===== src/rtl/imu_serial_frame_parser_core_macros.svh =====
// Assertion macros shared by the frame parser RTL.
`ifndef IMU_SERIAL_FRAME_PARSER_CORE_MACROS_SVH
`define IMU_SERIAL_FRAME_PARSER_CORE_MACROS_SVH

`ifndef SYNTHESIS

// same-cycle implication
`define ISFP_ASSERT_IMPLIES(lbl, clk, rst, ante, cons) \
   lbl: assert property (@(posedge clk) disable iff (rst) (ante) |-> (cons)) \
      else $error("isfp assertion failed");

// next-cycle implication
`define ISFP_ASSERT_NEXT(lbl, clk, rst, ante, cons) \
   lbl: assert property (@(posedge clk) disable iff (rst) (ante) |=> (cons)) \
      else $error("isfp assertion failed");

`else

`define ISFP_ASSERT_IMPLIES(lbl, clk, rst, ante, cons)
`define ISFP_ASSERT_NEXT(lbl, clk, rst, ante, cons)

`endif

`endif


===== src/rtl/isfp_pkg.sv =====
// Types and constants of the IMU serial frame parser.
`default_nettype none

package isfp_pkg;

   localparam int FRAME_LENGTH  = 11;
   localparam int PAYLOAD_FIRST = 2;
   localparam int PAYLOAD_BYTES = 6;
   localparam int SHIFT_BITS    = 7;   // raw * scale / 32768 in Q.8 -> >>> 7

   localparam logic [7:0]  HEADER_BYTE      = 8'h55;
   localparam logic [7:0]  FRAME_TYPE_RESET = 8'h53;
   localparam logic [11:0] FULL_SCALE_RESET = 12'd180;

   localparam logic [3:0] LAST_POS      = 4'(FRAME_LENGTH - 1);
   localparam logic [3:0] PAYLOAD_START = 4'(PAYLOAD_FIRST);
   localparam logic [3:0] PAYLOAD_END   = 4'(PAYLOAD_FIRST + PAYLOAD_BYTES);

   // CSR indexes
   localparam logic CSR_FRAME_TYPE = 1'b0;
   localparam logic CSR_FULL_SCALE = 1'b1;

   typedef logic        [7:0]  byte_type;
   typedef logic        [11:0] scale_type;
   typedef logic signed [15:0] axis_raw_type;
   typedef logic signed [20:0] axis_value_type;

   typedef enum logic [1:0] {
      PH_HEADER = 2'd0,
      PH_TYPE   = 2'd1,
      PH_BODY   = 2'd2
   } phase_type;

   typedef struct packed {
      logic last;   // byte in the parse stage is the checksum byte
      logic ok;     // checksum byte matches the running sum
   } status_type;

endpackage

`default_nettype wire


===== src/rtl/isfp_parser.sv =====
// Frame state machine, running checksum and axis byte store.
`default_nettype none

module isfp_parser (
   input  wire logic                  clock,
   input  wire logic                  reset,
   input  wire logic                  step,
   input  wire isfp_pkg::byte_type    rx_byte,
   input  wire isfp_pkg::byte_type    frame_type,
   output isfp_pkg::status_type       status,
   output isfp_pkg::axis_raw_type     pitch_raw,
   output isfp_pkg::axis_raw_type     roll_raw,
   output isfp_pkg::axis_raw_type     yaw_raw
);
   import isfp_pkg::*;

   phase_type  phase_ff, phase_in;
   logic [3:0] pos_ff, pos_in;
   byte_type   sum_ff, sum_in;
   byte_type   payload_ff [PAYLOAD_BYTES];
   logic       wr_en;
   logic [2:0] wr_idx;
   logic       last;

   assign last   = (phase_ff == PH_BODY) && (pos_ff >= LAST_POS);
   assign status = '{last: last, ok: (sum_ff == rx_byte)};
   assign wr_idx = 3'(pos_ff - PAYLOAD_START);

   // next state
   always_comb begin
      phase_in = phase_ff;
      unique case (phase_ff)
         PH_HEADER: begin
            if (rx_byte == HEADER_BYTE) phase_in = PH_TYPE;
         end
         PH_TYPE: begin
            if (rx_byte == frame_type) phase_in = PH_BODY;
         end
         PH_BODY: begin
            if (last) phase_in = PH_HEADER;
         end
         default: begin
            phase_in = (rx_byte == HEADER_BYTE) ? PH_TYPE : PH_HEADER;
         end
      endcase
   end

   // datapath controls
   always_comb begin
      pos_in = pos_ff;
      sum_in = sum_ff;
      wr_en  = 1'b0;
      unique case (phase_ff)
         PH_TYPE: begin
            if (rx_byte == frame_type) begin
               sum_in = sum_ff + rx_byte;
               pos_in = PAYLOAD_START;
            end
         end
         PH_BODY: begin
            if (!last) begin
               sum_in = sum_ff + rx_byte;
               pos_in = pos_ff + 4'd1;
               wr_en  = (pos_ff >= PAYLOAD_START) && (pos_ff < PAYLOAD_END);
            end else begin
               sum_in = '0;
               pos_in = '0;
            end
         end
         default: begin
            if (rx_byte == HEADER_BYTE) begin
               sum_in = HEADER_BYTE;
               pos_in = 4'd1;
            end else begin
               sum_in = '0;
               pos_in = '0;
            end
         end
      endcase
   end

   always_ff @(posedge clock) begin
      if (reset) begin
         phase_ff <= PH_HEADER;
         pos_ff   <= '0;
         sum_ff   <= '0;
      end else if (step) begin
         phase_ff <= phase_in;
         pos_ff   <= pos_in;
         sum_ff   <= sum_in;
      end
   end

   always_ff @(posedge clock) begin
      if (step && wr_en) begin
         payload_ff[wr_idx] <= rx_byte;
      end
   end

   // little-endian axes
   assign pitch_raw = {payload_ff[1], payload_ff[0]};
   assign roll_raw  = {payload_ff[3], payload_ff[2]};
   assign yaw_raw   = {payload_ff[5], payload_ff[4]};

endmodule

`default_nettype wire


===== src/rtl/isfp_scale.sv =====
// One axis: raw * full_scale / 32768, floored to Q.8.
`default_nettype none

module isfp_scale (
   input  wire isfp_pkg::axis_raw_type   raw,
   input  wire isfp_pkg::scale_type      full_scale,
   output isfp_pkg::axis_value_type      value
);
   import isfp_pkg::*;

   logic signed [27:0] prod;

   assign prod  = 28'(raw) * 28'($signed({1'b0, full_scale}));
   // arithmetic shift gives floor for negative products
   assign value = prod[27:SHIFT_BITS];

endmodule

`default_nettype wire


===== src/rtl/imu_serial_frame_parser_core.sv =====
// Top level of the IMU serial frame parser.
`default_nettype none
`include "imu_serial_frame_parser_core_macros.svh"

// Parses 11-byte IMU frames from a UART byte stream: header 0x55, the type
// byte set in frame_type, three little-endian signed 16-bit axes (pitch,
// roll, yaw), two bytes that only enter the checksum, then a checksum byte
// equal to the 8-bit sum of the ten bytes before it. One request carries one
// byte; the checksum byte of a frame yields one response with frame_ok and
// the three axes as raw * full_scale / 32768 in signed Q.8 (floored), or all
// axes zero when the checksum fails. Other bytes yield no response. Rate: one
// request per clock while the input stage is not stalled. A byte sits in the
// input register, where the parse logic and the three 16x12 multipliers act
// on it; the response of a checksum byte is registered in the output register.
// Only a checksum byte meeting a response that is still waiting stalls the
// input stage. Write the CSRs only while the block is idle.

module imu_serial_frame_parser_core (
   input  wire logic                     clock,
   input  wire logic                     reset,
   // request channel
   input  wire logic                     req_valid,
   output logic                          req_ready,
   input  wire isfp_pkg::byte_type       req_rx_byte,
   // response channel
   output logic                          rsp_valid,
   input  wire logic                     rsp_ready,
   output logic                          rsp_frame_ok,
   output isfp_pkg::axis_value_type      rsp_pitch_value,
   output isfp_pkg::axis_value_type      rsp_roll_value,
   output isfp_pkg::axis_value_type      rsp_yaw_value,
   // CSR write port
   input  wire logic                     csr_write,
   input  wire logic                     csr_index,
   input  wire isfp_pkg::scale_type      csr_wdata
);
   import isfp_pkg::*;

   // CSRs
   byte_type        frame_type_ff;
   scale_type       full_scale_ff;

   // input register
   logic            in_valid_ff;
   byte_type        in_byte_ff;

   // output register
   logic            out_valid_ff;
   logic            out_ok_ff;
   axis_value_type  out_pitch_ff, out_roll_ff, out_yaw_ff;

   status_type      status;
   axis_raw_type    pitch_raw, roll_raw, yaw_raw;
   axis_value_type  pitch_scaled, roll_scaled, yaw_scaled;
   logic            advance;
   logic            step;
   logic            emit;

   always_ff @(posedge clock) begin
      if (reset) begin
         frame_type_ff <= FRAME_TYPE_RESET;
         full_scale_ff <= FULL_SCALE_RESET;
      end else if (csr_write) begin
         unique case (csr_index)
            CSR_FRAME_TYPE: frame_type_ff <= csr_wdata[7:0];
            CSR_FULL_SCALE: full_scale_ff <= csr_wdata;
            default:        ;
         endcase
      end
   end

   // The parse stage moves on unless it would produce a response while the
   // output register is full and not being drained.
   assign advance   = !status.last || !out_valid_ff || rsp_ready;
   assign step      = in_valid_ff && advance;
   assign emit      = step && status.last;
   assign req_ready = !in_valid_ff || advance;

   always_ff @(posedge clock) begin
      if (reset) begin
         in_valid_ff <= 1'b0;
      end else if (req_ready) begin
         in_valid_ff <= req_valid;
      end
   end

   always_ff @(posedge clock) begin
      if (req_valid && req_ready) begin
         in_byte_ff <= req_rx_byte;
      end
   end

   isfp_parser u_parser (
      .clock      (clock),
      .reset      (reset),
      .step       (step),
      .rx_byte    (in_byte_ff),
      .frame_type (frame_type_ff),
      .status     (status),
      .pitch_raw  (pitch_raw),
      .roll_raw   (roll_raw),
      .yaw_raw    (yaw_raw)
   );

   isfp_scale u_scale_pitch (
      .raw        (pitch_raw),
      .full_scale (full_scale_ff),
      .value      (pitch_scaled)
   );

   isfp_scale u_scale_roll (
      .raw        (roll_raw),
      .full_scale (full_scale_ff),
      .value      (roll_scaled)
   );

   isfp_scale u_scale_yaw (
      .raw        (yaw_raw),
      .full_scale (full_scale_ff),
      .value      (yaw_scaled)
   );

   always_ff @(posedge clock) begin
      if (reset) begin
         out_valid_ff <= 1'b0;
      end else if (emit) begin
         out_valid_ff <= 1'b1;
      end else if (rsp_ready) begin
         out_valid_ff <= 1'b0;
      end
   end

   // bad checksum: axes forced to zero
   always_ff @(posedge clock) begin
      if (emit) begin
         out_ok_ff    <= status.ok;
         out_pitch_ff <= status.ok ? pitch_scaled : '0;
         out_roll_ff  <= status.ok ? roll_scaled  : '0;
         out_yaw_ff   <= status.ok ? yaw_scaled   : '0;
      end
   end

   assign rsp_valid       = out_valid_ff;
   assign rsp_frame_ok    = out_ok_ff;
   assign rsp_pitch_value = out_pitch_ff;
   assign rsp_roll_value  = out_roll_ff;
   assign rsp_yaw_value   = out_yaw_ff;

   `ISFP_ASSERT_IMPLIES(a_bad_frame_zero, clock, reset, rsp_valid && !rsp_frame_ok, (rsp_pitch_value == '0) && (rsp_roll_value == '0) && (rsp_yaw_value == '0))
   `ISFP_ASSERT_IMPLIES(a_no_overwrite, clock, reset, out_valid_ff && !rsp_ready && in_valid_ff && status.last, !step)
   `ISFP_ASSERT_NEXT(a_emit_shows, clock, reset, emit, rsp_valid)

endmodule

`default_nettype wire

===== config.mk =====
export PLATFORM = sky130hd
export DESIGN_NAME = imu_serial_frame_parser_core
export DESIGN_NICKNAME = d
export VERILOG_FILES = /design/src/rtl/isfp_pkg.sv /design/src/rtl/isfp_parser.sv /design/src/rtl/isfp_scale.sv /design/src/rtl/imu_serial_frame_parser_core.sv
export VERILOG_INCLUDE_DIRS = /design/src /design/src/rtl
export SDC_FILE = /design/constraint.sdc
export NUM_CORES = 2
export LEC_CHECK = 0
export BUFFER_PORTS_ARGS = -buffer_cell sky130_fd_sc_hd__buf_2
export CORE_ASPECT_RATIO = 1.1
export CORE_UTILIZATION = 56
export DETAILED_ROUTE_END_ITERATION = 12
export PLACE_DENSITY = 0.73
export SLEW_MARGIN = 10
export SYNTH_ARGS = -nofsm -noshare
export SYNTH_HDL_FRONTEND = slang
export SYNTH_SLANG_ARGS = --single-unit
export TNS_END_PERCENT = 30

===== constraint.sdc =====
create_clock -name clock -period 7 [get_ports clock]
set_input_delay 0.35 -clock clock [delete_from_list [all_inputs] [get_ports clock]]
set_output_delay 0.35 -clock clock [all_outputs]
set_load 0.1 [all_outputs]

# [Word level (Yosys, flattened, before mapping)]
# Memory sizes are Yosys's and may differ from the RTL's.
# Cells that the tools add are included.
[op_classes] addsub=3 multipliers=3 n_lt_le_gt_ge=3 eq_ne=8 muxes=19 n_bitwise=1 n_reduce_logical=18
[op_table] op="$mul A16 B13 Y28" count=3
[op_table] op="$eq A8 B8 Y1" count=2
[op_table] op="$mux W8" count=2
[op_table] op="$pmux W8 S2" count=1
[op_table] op="$add A8 B8 Y8" count=1
[op_table] op="$eq A8 B7 Y1 const B" count=1
[op_table] op="$mux W1" count=8
[op_table] op="$mux W4" count=2
[op_table] op="$pmux W4 S2" count=1
[op_table] op="$mux W7" count=1
[op_table] op="$logic_and A1 B1 Y1" count=6
[op_table] op="$mux W2" count=3
[op_table] op="$ne A2 B1 Y1 const B" count=3
[op_table] op="$pmux W2 S3" count=1
[op_table] op="$reduce_and A2 Y1" count=3
[op_table] op="$add A4 B1 Y4 const B" count=1
[op_table] op="$ge A4 B2 Y1 const B" count=1
[op_table] op="$ge A4 B4 Y1 const B" count=1
[op_table] op="$lt A4 B4 Y1 const B" count=1
[op_table] op="$reduce_and A4 Y1" count=1
[op_table] op="$logic_not A1 Y1" count=3
[op_table] op="$logic_or A1 B1 Y1" count=3
[op_table] op="$sub A3 B2 Y3 const B" count=1
[op_table] op="$eq A2 B1 Y1 const B" count=1
[op_table] op="other kinds (4)" count=4
[totals] ff_bits=108 ramBits=48 in_bits=26 output_inout_bits=66 wordCells=68 memories=1
[memory_table] name="u_parser.payload_ff" depth=6 word_bits=8 rd=6 rd_clocked_by_memory_dff=0 wr=1 line_no="isfp_parser.sv:20" text="byte_type payload_ff [PAYLOAD_BYTES];"

# [Logic depth before layout (Yosys ltp)]
[depth] word_depth=9 depth_mapped=23 mapped_depth_nobuf=21

# [Hierarchy]
# From an unflattened synthesis, not the netlist that was laid out.
[hier_totals] cells_unflattened=2912 hier_area_um2=27375.0
[by_module_without_submodules] mod="isfp_scale (u_scale_yaw)" instances=1 cells_each=834 area_each_um2=7175.6 seq_area_each_um2=0.0
[by_module_without_submodules] mod="isfp_scale (u_scale_pitch)" instances=1 cells_each=831 area_each_um2=7125.6 seq_area_each_um2=0.0
[by_module_without_submodules] mod="isfp_scale (u_scale_roll)" instances=1 cells_each=812 area_each_um2=7025.5 seq_area_each_um2=0.0
[by_module_without_submodules] mod="imu_serial_frame_parser_core" instances=1 cells_each=233 area_each_um2=3407.0 seq_area_each_um2=2602.5
[by_module_without_submodules] mod="isfp_parser" instances=1 cells_each=202 area_each_um2=2641.3 seq_area_each_um2=1721.7

# [Least setup slack after synthesis]
# No wires, ideal clock.
[synth_timing] path_kind="reg2reg" from="reg out_valid_ff (netlist: rsp_valid)" to="reg out_ok_ff (netlist: rsp_frame_ok), enable pin" setup_ps=565 arrival_ps=5349 t_required_ps=6435 path_slack_ps=1086 path_stages_with_launch=3 n_path_buf=0 period_less_slack_ps=5914 path_cell_list="dfxtp_1 > nor2b_1 > nor3_1"
[synth_between] elab_chain_len=5
[synth_lines] element="start: declaration" line_no="imu_serial_frame_parser_core.sv:48" text="logic out_valid_ff;"
[synth_lines] element="start signal: assignment" line_no="imu_serial_frame_parser_core.sv:125" text="out_valid_ff <= 1'b0;"
[synth_lines] element="start signal: assignment" line_no="imu_serial_frame_parser_core.sv:127" text="out_valid_ff <= 1'b1;"
[synth_lines] element="start signal: assignment" line_no="imu_serial_frame_parser_core.sv:129" text="out_valid_ff <= 1'b0;"
[synth_lines] element="$logic_not A1 Y1" line_no="imu_serial_frame_parser_core.sv:74" text="assign advance = !status.last || !out_valid_ff || rsp_ready;"
[synth_lines] element="$logic_or A1 B1 Y1 (2 in series)" line_no="imu_serial_frame_parser_core.sv:74"
[synth_lines] element="$logic_and A1 B1 Y1" line_no="imu_serial_frame_parser_core.sv:75" text="assign step = in_valid_ff && advance;"
[synth_lines] element="$logic_and A1 B1 Y1" line_no="imu_serial_frame_parser_core.sv:76" text="assign emit = step && status.last;"
[synth_lines] element="net emit" line_no="imu_serial_frame_parser_core.sv:57" text="logic emit;"
[synth_lines] element="end signal: assignment" line_no="imu_serial_frame_parser_core.sv:136" text="out_ok_ff <= status.ok;"
[synth_lines] element="end: declaration" line_no="imu_serial_frame_parser_core.sv:49" text="logic out_ok_ff;"
# The timed path passes the listed nets, and every way through them passes these cells.
# A chain may end at the register's enable or synchronous reset.

# [Worst setup path after layout]
[layout_timing] from="reg full_scale_ff[3]" to="reg out_roll_ff[19] (netlist: rsp_roll_value[19]) (data pin)"
[layout_between] elab_chain_len=1
[layout_lines] element="start: declaration" line_no="imu_serial_frame_parser_core.sv:41" text="scale_type full_scale_ff;"
[layout_lines] element="start signal: assignment" line_no="imu_serial_frame_parser_core.sv:66" text="CSR_FULL_SCALE: full_scale_ff <= csr_wdata;"
[layout_lines] element="$mul A16 B13 Y28" line_no="isfp_scale.sv:13" text="assign prod = 28'(raw) * 28'($signed({1'b0, full_scale}));"
[layout_lines] element="end signal: assignment" line_no="imu_serial_frame_parser_core.sv:138" text="out_roll_ff <= status.ok ? roll_scaled : '0;"
[layout_lines] element="end: declaration" line_no="imu_serial_frame_parser_core.sv:50" text="axis_value_type out_pitch_ff, out_roll_ff, out_yaw_ff;"
# No other way between the ends.

==> out/qor.json <==
{
  "die_w_um": 209,
  "seq_area_um2": 4330,
  "i_o_pin_count": 92,
  "tritoncts_num_sinks": 156,
  "final_cell_mix": "inv_1 (727), fa_1 (523), nand2_1 (329)",
  "placement_rows": 83,
  "power_density_over_the_cells_nw_per_um2": 215,
  "synth_seq_cells": 156,
  "worstHoldStart": "csr_wdata[6]",
  "grt_setup_unrepaired": "false",
  "setup.worst_path.class": "reg -> reg",
  "p_total_uw": 6060,
  "synth_adder_area_share_pct": 48.7,
  "synth_edf_count": 120,
  "synth-simple-area-share_pct": 15.1,
  "postSynth.topFlopCell": "edfxtp_1",
  "num-fill-cells": 3878,
  "status": "complete, no violations",
  "synth_cells": 2802,
  "async_reset_ff_share_pct": 0,
  "first_global_vias": 19833,
  "finalCriticalPeriod_ns": 6.38,
  "post-route-period-util_pct": 91.2,
  "htree_num_levels": 4,
  "synth-xor-area-share_pct": 2.95,
  "final_antenna_net_count": 0,
  "initial_core_util_pct": 56.7,
  "synthesis.area_per_instance_um2": 9.43,
  "worstMarginPinSlew_ns": 0.961,
  "synth_warnings": 0,
  "grtUsageTotal_pct": 25.4,
  "routed_wire_length_per_instance_um": 16.3,
  "postCtsSetupBuffers": 0,
  "antenna_violations_before_repair": 0,
  "route.detailed.drc": 0,
  "final-hold-violation-count": 0,
  "finish.instance_area_um2": 28200,
  "worst_hold_path_type": "in -> reg",
  "clock.fmax_mhz": 157,
  "clock_tree.root_cell": "clkbuf_16",
  "worst_setup_hold_path_clk_slew_ns": 0.08,
  "multi_input_gate_area_in_the_final_layout_um2": 18900,
  "cts_tree": "done",
  "vias_per_cell": 5.30,
  "post_synth_mux_area_share_pct": 0.189,
  "routed-via-count": 18217,
  "final_net_count": 3572,
  "layout-drive-gt1-share_pct": 5.87,
  "post_dp_cell_area_um2": 27500,
  "drv_cap": 0,
  "synth_top_family_by_area": "adder cells",
  "worstSkewPairLatency_ns": 0.49,
  "synth_to_final_area_change_pct": 6.65,
  "cp_data_arrival_time_ns": 6.59,
  "finalSetupViolCount": 0,
  "drt_wl_total_um": 55900,
  "synth.yosys.seq_area_share_pct": 16.4,
  "grt_pass1_wl_um": 95300,
  "placement.io_buffers": 91,
  "r2r.worst_path.cells": 21,
  "rr_startpoint": "full_scale_ff[3]",
  "number_of_buffers_added_by_the_clock_tree_synthesis_step": 17,
  "grt_overflow": 0,
  "synth_nets": 3544,
  "worstReg2RegEnd": "rsp_roll_value[19]",
  "core_region_area_um2": 46600,
  "endpoint_class_of_the_critical_path": "flip-flop",
  "synth_compound_area_share_pct": 4.58,
  "gp_congestion": 0.869,
  "n_antenna_cell": 0,
  "terminating_pin_of_the_worst_hold_path": "frame_type_ff[6]",
  "worst_slew_margin_rel_pct": 35.8,
  "vdd.ir_drop.worst_v": 0.000187,
  "fp.dieArea_um2": 48100,
  "post-dp-hpwl_um": 44000,
  "final-max-slew-violation-count": 0,
  "post-route-util_pct": 60.5,
  "post_route_setup_tns_ns": 0,
  "worst_hold_path_cell_count": 2,
  "chipHeight_um": 230,
  "drtIter0Drc": 937,
  "grt_max_degree": 63,
  "critical_path_maximum_fanout": 21,
  "cp.required_ns": 7.21,
  "reg2reg_setup_slack_ns": 0.62,
  "critical_path.startpoint_type": "flip-flop",
  "detail_route.first_pass.iterations": 5,
  "leading_cell_type_in_the_layout_fill_and_taps_excluded": "inv_1",
  "power.leakage_uw": 0.0146,
  "synthesis.area_um2": 26400,
  "post_synth_num_cell_types": 58,
  "final.setup_skew_ns": 0.0172,
  "clock_path_buffers": 2
}
==> synthesized netlist by cell type, drive strengths merged, types with 12 or more instances <==
| cell type | instances | area, um2 |
|---|---|---|
| a21o | 42 | 315 |
| a21oi | 49 | 245 |
| a31oi | 12 | 90.1 |
| and2 | 299 | 1870 |
| clkbuf | 120 | 450 |
| dfxtp | 36 | 721 |
| edfxtp | 120 | 3600 |
| fa | 523 | 10500 |
| ha | 193 | 2410 |
| inv | 727 | 2730 |
| nand2 | 329 | 1230 |
| nor2 | 93 | 349 |
| nor2b | 15 | 93.8 |
| nor3 | 24 | 120 |
| o21ai | 20 | 104 |
| xnor2 | 56 | 490 |
| xor2 | 33 | 289 |
==> flip-flops by register name, indices dropped and copies added, names as in the netlist <==
name                 count
rsp_valid                1
rsp_roll_value          21
in_valid_ff              1
u_parser.pos_ff          4
u_parser.phase_ff        2
in_byte_ff               8
rsp_pitch_value         21
full_scale_ff           12
frame_type_ff            8
u_parser.payload_ff     48
rsp_frame_ok             1
rsp_yaw_value           21
u_parser.sum_ff          8
==> how the worst max path moves through the flow <==
stage	from	end	slack (ns)	cells after the start
after global placement	full_scale_ff[2]	rsp_pitch_value[20]	0.50	19
after floorplan	rsp_valid	rsp_frame_ok	1.09	2
after CTS	full_scale_ff[2]	rsp_pitch_value[20]	0.37	19
final	full_scale_ff[3]	rsp_roll_value[19]	0.62	21
after detailed placement	full_scale_ff[2]	rsp_pitch_value[20]	0.40	19
after global routing	full_scale_ff[3]	rsp_roll_value[19]	0.26	21
==> routing by layer <==
layer / part of all wire [%] / global-route usage [%] / vias to the layer above
met5: 0 / 0 / -
met4: 4.6 / 12.8 / 0
met3: 4.5 / 3.67 / 140
met2: 52 / 45.7 / 473
met1: 38 / 29.3 / 9294
li1: - / - / 8310
==> layout make-up <==
class / count / area share (%)
Clock buffer: 17 / 1.51
Clock inverter: 15 / 0.697
Inverter: 727 / 9.68
Multi-Input combinational cell: 1797 / 67.2
Sequential cell: 156 / 15.3
Tap cell: 595 / 2.64
Timing Repair Buffer: 131 / 2.97
==> repair_timing <==
action                                  in CTS  in global routing
resized for setup                            0                  1
endpoints found under the hold margin        8                  0
hold buffers                                 8                  0
endpoints found under the setup margin       0                  2
==> through the flow <==
step           setup WS [ns]  hold WS, ns  std cells
6_report               0.618       0.0910       3438
3_5_place_dp           0.396        0.447       3398
2_1_floorplan           1.09        0.449       2802
3_3_place_gp           0.496        0.446       3398
5_1_grt                0.256       0.0642       3438
4_1_cts                0.372       0.0476       3438
==> cells by family (layout without fill, tap and decap cells) <==
family                     Yosys count  in the layout
and+or+nand+nor                    810            810
xor gates and xnor gates            89             89
DFF                                156            156
muxes                                5              5
AOI/OAI and AO/OA                  177            177
adders and majority gates          716            716
buffers and inverters              849            890
==> report_power, final <==
part           switching, uW  internal [uW]  total (uW)
registers               36.9           1000        1040
clock network            466            514         980
logic                   2270           1770        4040
total                   2780           3290        6060
==> critical path, stage by stage, from the launching register on <==
cell,delay [ns]
dfxtp_1,0.80
buf_4,0.30
and2_1,0.16
fa_1,0.41
inv_1,0.08
fa_1,0.40
inv_1,0.08
fa_1,0.46
fa_1,0.54
inv_1,0.05
fa_1,0.47
inv_1,0.04
ha_1,0.32
a21o_1,0.19
a21oi_1,0.14
o21ai_0,0.15
a22o_1,0.23
a211oi_1,0.40
o21ai_0,0.25
a221oi_1,0.36
xor2_1,0.17
nor2_1,0.05
Power figures use the tool's default switching activity.
